<file path="config.mk">
export PLATFORM = sky130hd
export DESIGN_NAME = nr_sss_sequence_mapper_flat
export DESIGN_NICKNAME = d
export VERILOG_FILES = /design/src/rtl/nrsss_pkg.sv /design/src/rtl/nrsss_if.sv /design/src/rtl/nrsss_rem_steps.sv /design/src/rtl/nr_sss_sequence_mapper.sv /design/src/flat_wrapper.sv
export SDC_FILE = /design/constraint.sdc
export NUM_CORES = 1
export LEC_CHECK = 0
export BUFFER_PORTS_ARGS = -buffer_cell sky130_fd_sc_hd__buf_4
export CAP_MARGIN = 10
export CORE_ASPECT_RATIO = 1.1
export CORE_UTILIZATION = 43
export DETAILED_ROUTE_END_ITERATION = 10
export MAX_ROUTING_LAYER = met4
export PLACE_DENSITY = 0.62
export SLEW_MARGIN = 20
export SYNTH_ARGS = -nofsm -noshare
export SYNTH_HDL_FRONTEND = slang
export SYNTH_HIERARCHICAL = 1
export SYNTH_SLANG_ARGS = --single-unit
</file>
<file path="constraint.sdc">
create_clock -name clk -period 31.3 [get_ports clk]
set_clock_uncertainty 0.1 [all_clocks]
set_input_delay 3.13 -clock clk [delete_from_list [all_inputs] [get_ports clk]]
set_output_delay 3.13 -clock clk [all_outputs]
set_load 0.03 [all_outputs]
</file>
<file path="src/rtl/nrsss_pkg.sv">
// shared constants, register codes and sequence tables of the nr sss sequence mapper
package nrsss_pkg;

    localparam int SEQ_LEN            = 127;
    localparam int MAX_SYMBOL_SIZE    = 4096;
    localparam int SYMBOLS_PER_BUFFER = 14;

    localparam int SSS_MAG     = 23170;
    localparam int SUB_BASE    = 56;
    localparam int SYM_BASE    = 2;
    localparam int SHIFT_GROUP = 112;
    localparam int M0_STEP     = 15;
    localparam int N2_STEP     = 5;
    localparam int N2_DIV      = 3;
    localparam int DIV3_MUL    = 683;
    localparam int DIV3_SHIFT  = 11;
    localparam int SCALE_SHIFT = 15;

    localparam int IDX_W      = 7;
    localparam int ID_W       = 10;
    localparam int N1_W       = 9;
    localparam int DIV3_W     = 20;
    localparam int AMP_W      = 16;
    localparam int SYM_W      = 4;
    localparam int SUB_W      = 12;
    localparam int SIZE_W     = 13;
    localparam int T_W        = 14;
    localparam int WIDE_W     = 27;
    localparam int SYMSIZE_W  = 16;
    localparam int OFF_W      = 17;
    localparam int PROD_W     = 32;
    localparam int REG_IDX_W  = 3;
    localparam int CFG_DATA_W = 16;

    typedef enum logic [REG_IDX_W-1:0] {
        REG_CELL_IDENTITY          = 3'd0,
        REG_AMPLITUDE              = 3'd1,
        REG_BLOCK_START_SYMBOL     = 3'd2,
        REG_CARRIER_OFFSET         = 3'd3,
        REG_BLOCK_START_SUBCARRIER = 3'd4,
        REG_SYMBOL_SIZE            = 3'd5
    } cfg_reg_t;

    // x0: x^7 + x^4 + 1, seeded 1,0,0,0,0,0,0
    function automatic logic [SEQ_LEN-1:0] build_x0();
        logic [SEQ_LEN-1:0] x;
        x = '0;
        x[0] = 1'b1;
        for (int i = 0; i + 7 < SEQ_LEN; i++)
        begin
            x[i+7] = x[i+4] ^ x[i];
        end
        return x;
    endfunction

    // x1: x^7 + x + 1, same seed
    function automatic logic [SEQ_LEN-1:0] build_x1();
        logic [SEQ_LEN-1:0] x;
        x = '0;
        x[0] = 1'b1;
        for (int i = 0; i + 7 < SEQ_LEN; i++)
        begin
            x[i+7] = x[i+1] ^ x[i];
        end
        return x;
    endfunction

    localparam logic [SEQ_LEN-1:0] SEQ_X0 = build_x0();
    localparam logic [SEQ_LEN-1:0] SEQ_X1 = build_x1();

endpackage

</file>
<file path="src/rtl/nrsss_if.sv">
// stream and configuration interfaces of the nr sss sequence mapper
interface nrsss_element_if import nrsss_pkg::*; ();
    logic             valid;
    logic             ready;
    logic [IDX_W-1:0] element_index;

    modport source (output valid, output element_index, input ready);
    modport sink (input valid, input element_index, output ready);
endinterface

interface nrsss_sample_if import nrsss_pkg::*; ();
    logic                    valid;
    logic                    ready;
    logic signed [AMP_W-1:0] sequence_value;
    logic signed [AMP_W-1:0] scaled_sample;
    logic [SYM_W-1:0]        symbol_number;
    logic [SUB_W-1:0]        subcarrier;
    logic [OFF_W-1:0]        buffer_offset;

    modport source (
        output valid, output sequence_value, output scaled_sample,
        output symbol_number, output subcarrier, output buffer_offset,
        input ready
    );
    modport sink (
        input valid, input sequence_value, input scaled_sample,
        input symbol_number, input subcarrier, input buffer_offset,
        output ready
    );
endinterface

interface nrsss_cfg_if import nrsss_pkg::*; ();
    logic                  valid;
    logic                  ready;
    logic [REG_IDX_W-1:0]  reg_index;
    logic [CFG_DATA_W-1:0] wdata;

    modport source (output valid, output reg_index, output wdata, input ready);
    modport sink (input valid, input reg_index, input wdata, output ready);
endinterface

</file>
<file path="src/rtl/nrsss_rem_steps.sv">
// a slice of restoring remainder steps, one compare and subtract per shift position
module nrsss_rem_steps import nrsss_pkg::*; #(
    parameter int HI_STEP = 13,
    parameter int LO_STEP = 10
) (
    input  logic [T_W-1:0]    rem_in,
    input  logic [SIZE_W-1:0] size,
    output logic [T_W-1:0]    rem_out
);

    always_comb
    begin
        logic [WIDE_W-1:0] r;
        logic [WIDE_W-1:0] dv;
        r = WIDE_W'(rem_in);
        dv = '0;
        for (int j = HI_STEP; j >= LO_STEP; j--)
        begin
            dv = WIDE_W'(size) << j;
            if (r >= dv)
            begin
                r = r - dv;
            end
        end
        rem_out = r[T_W-1:0];
    end

endmodule

</file>
<file path="src/rtl/nr_sss_sequence_mapper.sv">
// nr sss sequence mapper: five-stage pipeline, one element beat in per cycle
// while sample.ready does not stall it; a result passes stage registers one to five
// in order before it is valid; the subcarrier remainder is spread as
// restoring steps over stages two to four, the gain multiply sits in stage four
// reset: pipeline valid bits clear, registers return to id 0, gain 0,
// start symbol 0, offsets 0, symbol size 4096
module nr_sss_sequence_mapper import nrsss_pkg::*; (
    input  logic        clk,
    input  logic        rst_n,
    nrsss_cfg_if.sink     cfg,
    nrsss_element_if.sink element,
    nrsss_sample_if.source sample
);

    // configuration registers
    logic [ID_W-1:0]   cell_identity_reg;
    logic [AMP_W-1:0]  amplitude_reg;
    logic [SYM_W-1:0]  block_start_symbol_reg;
    logic [SUB_W-1:0]  carrier_offset_reg;
    logic [SUB_W-1:0]  block_start_subcarrier_reg;
    logic [SIZE_W-1:0] symbol_size_reg;

    assign cfg.ready = 1'b1;

    always_ff @(posedge clk or negedge rst_n)
    begin
        if (!rst_n)
        begin
            cell_identity_reg          <= '0;
            amplitude_reg              <= '0;
            block_start_symbol_reg     <= '0;
            carrier_offset_reg         <= '0;
            block_start_subcarrier_reg <= '0;
            symbol_size_reg            <= SIZE_W'(MAX_SYMBOL_SIZE);
        end
        else if (cfg.valid)
        begin
            unique case (cfg.reg_index)
                REG_CELL_IDENTITY:          cell_identity_reg <= cfg.wdata[ID_W-1:0];
                REG_AMPLITUDE:              amplitude_reg <= cfg.wdata[AMP_W-1:0];
                REG_BLOCK_START_SYMBOL:     block_start_symbol_reg <= cfg.wdata[SYM_W-1:0];
                REG_CARRIER_OFFSET:         carrier_offset_reg <= cfg.wdata[SUB_W-1:0];
                REG_BLOCK_START_SUBCARRIER:
                    block_start_subcarrier_reg <= cfg.wdata[SUB_W-1:0];
                REG_SYMBOL_SIZE:            symbol_size_reg <= cfg.wdata[SIZE_W-1:0];
                default:
                begin
                end
            endcase
        end
    end

    // pipeline valid bits and stage enables
    logic v1_reg, v2_reg, v3_reg, v4_reg, v5_reg;
    logic en1, en2, en3, en4, en5;

    assign en5 = !v5_reg || sample.ready;
    assign en4 = !v4_reg || en5;
    assign en3 = !v3_reg || en4;
    assign en2 = !v2_reg || en3;
    assign en1 = !v1_reg || en2;
    assign element.ready = en1;

    always_ff @(posedge clk or negedge rst_n)
    begin
        if (!rst_n)
        begin
            v1_reg <= 1'b0;
            v2_reg <= 1'b0;
            v3_reg <= 1'b0;
            v4_reg <= 1'b0;
            v5_reg <= 1'b0;
        end
        else
        begin
            if (en1)
            begin
                v1_reg <= element.valid;
            end
            if (en2)
            begin
                v2_reg <= v1_reg;
            end
            if (en3)
            begin
                v3_reg <= v2_reg;
            end
            if (en4)
            begin
                v4_reg <= v3_reg;
            end
            if (en5)
            begin
                v5_reg <= v4_reg;
            end
        end
    end

    // stage 1: element index, id / 3, wrap sum, saturated size and symbol
    logic [IDX_W-1:0]  n_next;
    logic [DIV3_W-1:0] div3_prod;
    logic [N1_W-1:0]   n1_next;
    logic [SIZE_W-1:0] size_next;
    logic [SYM_W-1:0]  sym_sat;
    logic [SYM_W-1:0]  sym_next;
    logic [T_W-1:0]    t_next;

    logic [IDX_W-1:0]  n1s_reg;
    logic [ID_W-1:0]   id1_reg;
    logic [N1_W-1:0]   n1_reg;
    logic [T_W-1:0]    t1_reg;
    logic [SIZE_W-1:0] size1_reg;
    logic [SYM_W-1:0]  sym1_reg;
    logic [AMP_W-1:0]  amp1_reg;

    always_comb
    begin
        n_next = (element.element_index == IDX_W'(SEQ_LEN)) ? '0 : element.element_index;
        div3_prod = DIV3_W'(cell_identity_reg) * DIV3_W'(DIV3_MUL);
        n1_next = div3_prod[DIV3_SHIFT +: N1_W];
        if (symbol_size_reg == '0 || symbol_size_reg > SIZE_W'(MAX_SYMBOL_SIZE))
        begin
            size_next = SIZE_W'(MAX_SYMBOL_SIZE);
        end
        else
        begin
            size_next = symbol_size_reg;
        end
        sym_sat = (block_start_symbol_reg > SYM_W'(SYMBOLS_PER_BUFFER - 3))
                ? SYM_W'(SYMBOLS_PER_BUFFER - 3) : block_start_symbol_reg;
        sym_next = sym_sat + SYM_W'(SYM_BASE);
        t_next = T_W'(carrier_offset_reg) + T_W'(block_start_subcarrier_reg)
               + T_W'(SUB_BASE) + T_W'(n_next);
    end

    always_ff @(posedge clk)
    begin
        if (en1)
        begin
            n1s_reg   <= n_next;
            id1_reg   <= cell_identity_reg;
            n1_reg    <= n1_next;
            t1_reg    <= t_next;
            size1_reg <= size_next;
            sym1_reg  <= sym_next;
            amp1_reg  <= amplitude_reg;
        end
    end

    // stage 2: cyclic shifts to table indexes, first remainder steps, symbol base
    logic [1:0]         n2_val;
    logic [1:0]         grp_val;
    logic [IDX_W-1:0]   m1_val;
    logic [5:0]         m0_val;
    logic [IDX_W:0]     sa_val;
    logic [IDX_W:0]     sb_val;
    logic [IDX_W-1:0]   idx_a_next;
    logic [IDX_W-1:0]   idx_b_next;
    logic [T_W-1:0]     r2_next;
    logic [SYMSIZE_W-1:0] symsize_next;

    logic [IDX_W-1:0]     idx_a2_reg;
    logic [IDX_W-1:0]     idx_b2_reg;
    logic [T_W-1:0]       r2_reg;
    logic [SIZE_W-1:0]    size2_reg;
    logic [SYMSIZE_W-1:0] symsize2_reg;
    logic [SYM_W-1:0]     sym2_reg;
    logic [AMP_W-1:0]     amp2_reg;

    always_comb
    begin
        n2_val = 2'(id1_reg - ID_W'(N2_DIV) * ID_W'(n1_reg));
        priority if (n1_reg >= N1_W'(3 * SHIFT_GROUP))
        begin
            grp_val = 2'd3;
        end
        else if (n1_reg >= N1_W'(2 * SHIFT_GROUP))
        begin
            grp_val = 2'd2;
        end
        else if (n1_reg >= N1_W'(SHIFT_GROUP))
        begin
            grp_val = 2'd1;
        end
        else
        begin
            grp_val = 2'd0;
        end
        m1_val = IDX_W'(n1_reg - N1_W'(SHIFT_GROUP) * N1_W'(grp_val));
        m0_val = 6'(6'(M0_STEP) * 6'(grp_val) + 6'(N2_STEP) * 6'(n2_val));
        sa_val = (IDX_W+1)'(n1s_reg) + (IDX_W+1)'(m0_val);
        sb_val = (IDX_W+1)'(n1s_reg) + (IDX_W+1)'(m1_val);
        idx_a_next = (sa_val >= (IDX_W+1)'(SEQ_LEN))
                   ? IDX_W'(sa_val - (IDX_W+1)'(SEQ_LEN)) : sa_val[IDX_W-1:0];
        idx_b_next = (sb_val >= (IDX_W+1)'(SEQ_LEN))
                   ? IDX_W'(sb_val - (IDX_W+1)'(SEQ_LEN)) : sb_val[IDX_W-1:0];
        symsize_next = SYMSIZE_W'(sym1_reg) * SYMSIZE_W'(size1_reg);
    end

    nrsss_rem_steps #(
        .HI_STEP (13),
        .LO_STEP (10)
    ) u_rem_a (
        .rem_in  (t1_reg),
        .size    (size1_reg),
        .rem_out (r2_next)
    );

    always_ff @(posedge clk)
    begin
        if (en2)
        begin
            idx_a2_reg   <= idx_a_next;
            idx_b2_reg   <= idx_b_next;
            r2_reg       <= r2_next;
            size2_reg    <= size1_reg;
            symsize2_reg <= symsize_next;
            sym2_reg     <= sym1_reg;
            amp2_reg     <= amp1_reg;
        end
    end

    // stage 3: table lookups give the bipolar element, middle remainder steps
    logic                    chip_bit;
    logic signed [AMP_W-1:0] d_next;
    logic [T_W-1:0]          r3_next;

    logic signed [AMP_W-1:0] d3_reg;
    logic [T_W-1:0]          r3_reg;
    logic [SIZE_W-1:0]       size3_reg;
    logic [SYMSIZE_W-1:0]    symsize3_reg;
    logic [SYM_W-1:0]        sym3_reg;
    logic signed [AMP_W-1:0] amp3_reg;

    always_comb
    begin
        chip_bit = SEQ_X0[idx_a2_reg] ^ SEQ_X1[idx_b2_reg];
        d_next = chip_bit ? -AMP_W'(SSS_MAG) : AMP_W'(SSS_MAG);
    end

    nrsss_rem_steps #(
        .HI_STEP (9),
        .LO_STEP (5)
    ) u_rem_b (
        .rem_in  (r2_reg),
        .size    (size2_reg),
        .rem_out (r3_next)
    );

    always_ff @(posedge clk)
    begin
        if (en3)
        begin
            d3_reg       <= d_next;
            r3_reg       <= r3_next;
            size3_reg    <= size2_reg;
            symsize3_reg <= symsize2_reg;
            sym3_reg     <= sym2_reg;
            amp3_reg     <= amp2_reg;
        end
    end

    // stage 4: gain multiply, last remainder steps
    logic signed [PROD_W-1:0] prod_next;
    logic [T_W-1:0]           r4_next;

    logic signed [PROD_W-1:0] prod4_reg;
    logic [SUB_W-1:0]         k4_reg;
    logic signed [AMP_W-1:0]  d4_reg;
    logic [SYMSIZE_W-1:0]     symsize4_reg;
    logic [SYM_W-1:0]         sym4_reg;

    assign prod_next = PROD_W'(amp3_reg) * PROD_W'(d3_reg);

    nrsss_rem_steps #(
        .HI_STEP (4),
        .LO_STEP (0)
    ) u_rem_c (
        .rem_in  (r3_reg),
        .size    (size3_reg),
        .rem_out (r4_next)
    );

    always_ff @(posedge clk)
    begin
        if (en4)
        begin
            prod4_reg    <= prod_next;
            k4_reg       <= r4_next[SUB_W-1:0];
            d4_reg       <= d3_reg;
            symsize4_reg <= symsize3_reg;
            sym4_reg     <= sym3_reg;
        end
    end

    // stage 5: output register
    logic [OFF_W-1:0] word_sum;

    logic signed [AMP_W-1:0] seq5_reg;
    logic signed [AMP_W-1:0] scaled5_reg;
    logic [SYM_W-1:0]        sym5_reg;
    logic [SUB_W-1:0]        sub5_reg;
    logic [OFF_W-1:0]        off5_reg;

    // complex pairs: real word sits at twice the sample index
    assign word_sum = OFF_W'(symsize4_reg) + OFF_W'(k4_reg);

    always_ff @(posedge clk)
    begin
        if (en5)
        begin
            seq5_reg    <= d4_reg;
            scaled5_reg <= prod4_reg[SCALE_SHIFT +: AMP_W];
            sym5_reg    <= sym4_reg;
            sub5_reg    <= k4_reg;
            off5_reg    <= {word_sum[OFF_W-2:0], 1'b0};
        end
    end

    assign sample.valid          = v5_reg;
    assign sample.sequence_value = seq5_reg;
    assign sample.scaled_sample  = scaled5_reg;
    assign sample.symbol_number  = sym5_reg;
    assign sample.subcarrier     = sub5_reg;
    assign sample.buffer_offset  = off5_reg;

`ifndef ASSERT_OFF
    a_seq_bipolar: assert property (@(posedge clk) disable iff (!rst_n)
        sample.valid |-> (sample.sequence_value == AMP_W'(SSS_MAG)
                       || sample.sequence_value == -AMP_W'(SSS_MAG)))
        else $error("sequence value is not bipolar");

    a_partial_rem: assert property (@(posedge clk) disable iff (!rst_n)
        v3_reg |-> (WIDE_W'(r3_reg) < (WIDE_W'(size3_reg) << 5)))
        else $error("partial remainder out of range after middle steps");

    a_symbol_range: assert property (@(posedge clk) disable iff (!rst_n)
        sample.valid |-> (sample.symbol_number >= SYM_W'(SYM_BASE)
                       && sample.symbol_number <= SYM_W'(SYMBOLS_PER_BUFFER - 1)))
        else $error("symbol number outside buffer");

    a_empty_ready: assert property (@(posedge clk) disable iff (!rst_n)
        !v1_reg |-> element.ready)
        else $error("empty first stage refuses an element beat");
`endif

endmodule
</file>
<file path="src/flat_wrapper.sv">
// flat-port wrapper written by rule: the top's interface ports become plain ports
module nr_sss_sequence_mapper_flat import nrsss_pkg::*;
  (clk, rst_n, cfg_valid, cfg_reg_index, cfg_wdata, cfg_ready, element_valid, element_element_index, element_ready, sample_valid, sample_sequence_value, sample_scaled_sample, sample_symbol_number, sample_subcarrier, sample_buffer_offset, sample_ready);
  nrsss_cfg_if cfg_i ();
  nrsss_element_if element_i ();
  nrsss_sample_if sample_i ();
  input  logic clk;
  input  logic rst_n;
  input wire logic [$bits(cfg_i.valid)-1:0] cfg_valid;
  input wire logic [$bits(cfg_i.reg_index)-1:0] cfg_reg_index;
  input wire logic [$bits(cfg_i.wdata)-1:0] cfg_wdata;
  output wire logic [$bits(cfg_i.ready)-1:0] cfg_ready;
  input wire logic [$bits(element_i.valid)-1:0] element_valid;
  input wire logic [$bits(element_i.element_index)-1:0] element_element_index;
  output wire logic [$bits(element_i.ready)-1:0] element_ready;
  output wire logic [$bits(sample_i.valid)-1:0] sample_valid;
  output wire logic [$bits(sample_i.sequence_value)-1:0] sample_sequence_value;
  output wire logic [$bits(sample_i.scaled_sample)-1:0] sample_scaled_sample;
  output wire logic [$bits(sample_i.symbol_number)-1:0] sample_symbol_number;
  output wire logic [$bits(sample_i.subcarrier)-1:0] sample_subcarrier;
  output wire logic [$bits(sample_i.buffer_offset)-1:0] sample_buffer_offset;
  input wire logic [$bits(sample_i.ready)-1:0] sample_ready;
  assign cfg_i.valid = cfg_valid;
  assign cfg_i.reg_index = cfg_reg_index;
  assign cfg_i.wdata = cfg_wdata;
  assign cfg_ready = cfg_i.ready;
  assign element_i.valid = element_valid;
  assign element_i.element_index = element_element_index;
  assign element_ready = element_i.ready;
  assign sample_valid = sample_i.valid;
  assign sample_sequence_value = sample_i.sequence_value;
  assign sample_scaled_sample = sample_i.scaled_sample;
  assign sample_symbol_number = sample_i.symbol_number;
  assign sample_subcarrier = sample_i.subcarrier;
  assign sample_buffer_offset = sample_i.buffer_offset;
  assign sample_i.ready = sample_ready;
  nr_sss_sequence_mapper u_core (.clk(clk), .rst_n(rst_n), .cfg(cfg_i), .element(element_i), .sample(sample_i));
endmodule
</file>
==> metrics.txt, run 1 <==
Mapped Cells 3446; Worst Hold Slack 0.291 ns; drt wl/cell 16.7 um; fin cells 4689; Site Rows 111; Critical Path Source u_core/size3_reg[1]; Initial DRC Count 1241; Slowest-stage cell, CP a2111oi_4; WL final 78300 um; first-pass GRT wire length 129000 um; Buf+Inv Stages, Crit Path 1; Vias per Instance 5.28; initial antenna violation count 3; Num CTS Buffers 43; Period minus WS final 14.30 ns; Num Clock Sinks 381; root buffer cell clkbuf_16; crit path max fanout 24; Die ar. 85600 sq um; RSZ-0062 raised after global routing false; crit end category register; mapped cell area 36300 sq um; Area Overhead vs Synth 9.26%; setup TNS 0 ns; clk slew on worst S/H paths 0.06 ns; Final Hold Vio Count 0; maxcap violations 0; worst slew pin tran 0.939 ns; die extent in x 279 um; Hold Buf Count CTS 0; Post-DRT Antenna Nets 0; Hold Crit Depth 0; layout cells sized above 1 10.9%; Slew Viols, Final 0; most frequent cells in the layout inv_1 (473), ha_1 (396), edfxtp_1 (307), fa_1 (289), nand2_1 (223); Critical Path Start Type register; worst r2r path cells 47; WP depth 47; syn_area_per_cell 10.5 sq um; num ports 99; Skew-Pair Late Insertion Delay 0.58 ns; Die Y 307 um; post-cts sizing count 0; gp weighted congestion 0.872; DR pass1 iterations 5; slew margin rel. 37.4%; outcome finished clean; Tcrit/Tclk final 45.7%; vias in the first global route 24700; Final setup viols 0; H-tree depth 2; Worst Path Class, Setup register to register; most frequent CP cell o21ai_0; Worst path top cell family by delay compound AO/OA/AOI/OAI gates; hold path startpoint u_core/symsize2_reg[15]; Total Nets Final 4239; Port Buffers 94; total gr overflow 0; post-placement cell count 4608; clk buf depth 3; FMAX 69.9 MHz; Largest stage delay, worst path 0.78 ns; DRC 0; worst reg2reg path startpoint u_core/size3_reg[1]; hold crit path type register to register; CTS tree yes; synth warn 6; vias post-DR 24800; dpl hpwl 63500 um; commonest non-fill, non-tap cell in the layout inv_1; setup repair bufs after CTS 0; Initial Util 43.5%; Worst EP arrival 14.51 ns; largest net degree at the start of global routing 73; core box area 83500 sq um; Worst EP required 31.50 ns; Total GRT Usage 19.2%
==> metal layers <==
metal	global-route usage, %	wire length (um)
met5	-	0
met3	2.67	3260
met4	5.01	1870
met2	30.9	36600
met1	25.5	36600
==> per-stage QoR <==
step                cell area [sq um]  worst slack (ns)  utilization [%]
floorplan                       36300             18.61                -
global placement                38100             17.25             45.7
detailed placement              38100             17.07             45.7
CTS                             39600             16.99             47.5
global route                    39700             15.74             47.5
finish                          39700             17.00             47.5
==> layout make-up <==
class | instances | area (sq um)
Timing Repair Buffer | 109 | 818
Inverter | 479 | 1800
Antenna cell | 2 | 5.00
Sequential cell | 381 | 11100
Tap cell | 1130 | 1410
Clock inverter | 23 | 267
Multi-Input combinational cell | 2509 | 23000
Clock buffer | 56 | 1260
Fill cell | 7727 | 43800
==> path summary, 6_finish.rpt <==
path,endpoint,slack [ns]
min in group asynchronous,u_core/v1_reg,2.58
min,u_core/symsize3_reg[15],0.29
min reg2reg,u_core/symsize3_reg[15],0.29
max,u_core/k4_reg[2],17.00
max reg2reg,u_core/k4_reg[2],17.00
max in group asynchronous,u_core/symbol_size_reg[9],27.89
Power of run 1 is left out: the tool's default activity adds up to more than one toggle a clock period on the data nets, which glitch-free logic cannot reach.
==> inputs of run 2 (changes only) <==
--- a/config.mk
+++ b/config.mk
@@ -11,7 +11,7 @@
 export CORE_UTILIZATION = 43
 export DETAILED_ROUTE_END_ITERATION = 10
 export MAX_ROUTING_LAYER = met4
-export PLACE_DENSITY = 0.62
+export PLACE_DENSITY = 0.64
 export SLEW_MARGIN = 20
 export SYNTH_ARGS = -nofsm -noshare
 export SYNTH_HDL_FRONTEND = slang
==> constraint.sdc (replaced) <==
create_clock -name clk -period 12.55 [get_ports clk]
set_clock_uncertainty 0.1 [all_clocks]
set_input_delay 1.255 -clock clk [delete_from_list [all_inputs] [get_ports clk]]
set_output_delay 1.255 -clock clk [all_outputs]
set_load 0.03 [all_outputs]
==> run 2 against run 1 <==
Compared with the run above:
- worst hold slack improved by 0.021 ns
- setup slack got worse by 16 ns
- core utilization rose by 0.67 points
- via count rose by 1.6%
- final cell count rose by 1.4%
- flip-flop and latch count did not move
- sequential share of layout area fell by 0.39 points
- critical path type unchanged
==> metrics.txt, run 2 (synthesis gave the netlist of run 1 again) <==
outcome finished clean; root buffer cell clkbuf_16; clk slew on worst S/H paths 0.06 ns; hold crit path type register to register; core box area 83500 sq um; WP depth 51; slack of the critical path 0.728 ns; Port Buffers 94; Worst EP required 12.78 ns; Vias per Instance 5.29; DR pass1 iterations 5; Die ar. 85600 sq um; Slew Viols, Final 0; Site Rows 111; Initial Util 43.5%; total gr overflow 0; Area Overhead vs Synth 10.8%; Worst Path Class, Setup register to register; Final setup viols 0; clk buf depth 3; most frequent CP cell a21o_1; crit path max fanout 17; Hold Buf Count CTS 0; vias post-DR 25200; Largest stage delay, worst path 0.46 ns; WL final 80400 um; H-tree depth 2; worst reg2reg path startpoint u_core/r2_reg[9]; CTS tree yes; Final Hold Vio Count 0; dpl hpwl 64100 um; Total GRT Usage 19.7%; die extent in x 279 um; largest net degree at the start of global routing 73; slew margin rel. 34.4%; most frequent cells in the layout inv_1 (473), ha_1 (394), edfxtp_1 (307), fa_1 (289), nand2_1 (221); Worst EP arrival 12.05 ns; first-pass GRT wire length 132000 um; crit end category register; Critical Path Source u_core/r2_reg[9]; Post-DRT Antenna Nets 0; gp weighted congestion 0.935; pre-CTS setup slack 0.225 ns; crit path capture u_core/r3_reg[9]; DRC 0; Total Nets Final 4300; Die Y 307 um; setup TNS 0 ns; R2R setup slack 0.73 ns; Initial DRC Count 1464; num ports 99; layout cells sized above 1 13.0%; maxcap violations 0; drt wl/cell 16.9 um; Buf+Inv Stages, Crit Path 8; Skew-Pair Late Insertion Delay 0.58 ns; vias in the first global route 25300; worst r2r path cells 51; FF-to-FF End u_core/r3_reg[9]; Slowest-stage cell, CP a2111o_1; Tcrit/Tclk final 94.2%; Num CTS Buffers 46; initial antenna violation count 3; worst slew pin tran 0.984 ns; Period minus WS final 11.82 ns; commonest non-fill, non-tap cell in the layout inv_1; FMAX 84.6 MHz; Critical Path Start Type register; Num Clock Sinks 381; Worst path top cell family by delay compound AO/OA/AOI/OAI gates
[run 2: final cells by class]
cell class,count,area (sq um)
fillers,7642,43300
multi-input cells,2509,23200
well taps,1130,1410
diodes,2,5.00
repair buffers,167,1270
inverters,479,1800
flip-flops and latches,381,11100
clock inverters,23,235
clock buffers,62,1270
[run 2: worst register-to-register path, delay by kind of cell, from the launching register on]
| family | cells | cell delay (ns) |
|---|---|---|
| compound gates | 19 | 3.80 |
| fa+ha+maj | 6 | 1.98 |
| buf+inv | 8 | 1.10 |
| flops | 1 | 0.35 |
| mux | 5 | 1.62 |
| simple gates | 13 | 2.60 |
[run 2: repair_timing]
action	CTS	global route
buffers inserted	0	8
setup endpoints to repair	0	21
resized for setup	0	40
[run 2: worst min-delay path by stage]
| stage | start | to | cells after the start |
|---|---|---|---|
| detailed placement | u_core/sym4_reg[0] | u_core/sample.symbol_number[0] | 0 |
| floorplan | u_core/amp1_reg[0] | u_core/amp2_reg[0] | 0 |
| finish | u_core/prod4_reg[25] | u_core/sample.scaled_sample[10] | 0 |
| CTS | u_core/prod4_reg[25] | u_core/sample.scaled_sample[10] | 0 |
| global placement | u_core/symsize2_reg[7] | u_core/symsize3_reg[7] | 0 |
| global route | u_core/symsize3_reg[15] | u_core/symsize4_reg[15] | 0 |
[run 2: per-layer routing]
layer	GRT usage (%)	part of all wire, %	vias up
met3	2.72	4.6	89
li1	-	-	12300
met2	32.1	47	515
met4	3.94	1.8	0
met1	26.3	46	12200
met5	-	0	-
[run 2: metrics by stage]
step                util (%)  hold slack (ns)  instance area (sq um)  std cells
finish                  48.2            0.311                  40200       4753
global route            48.2            0.321                  40200       4753
detailed placement      46.1            0.305                  38500       4658
floorplan                  -            0.300                  36300       3448
global placement        46.1            0.301                  38500       4657
CTS                     47.9            0.311                  40000       4743
Power of run 2 is left out for the same reason.
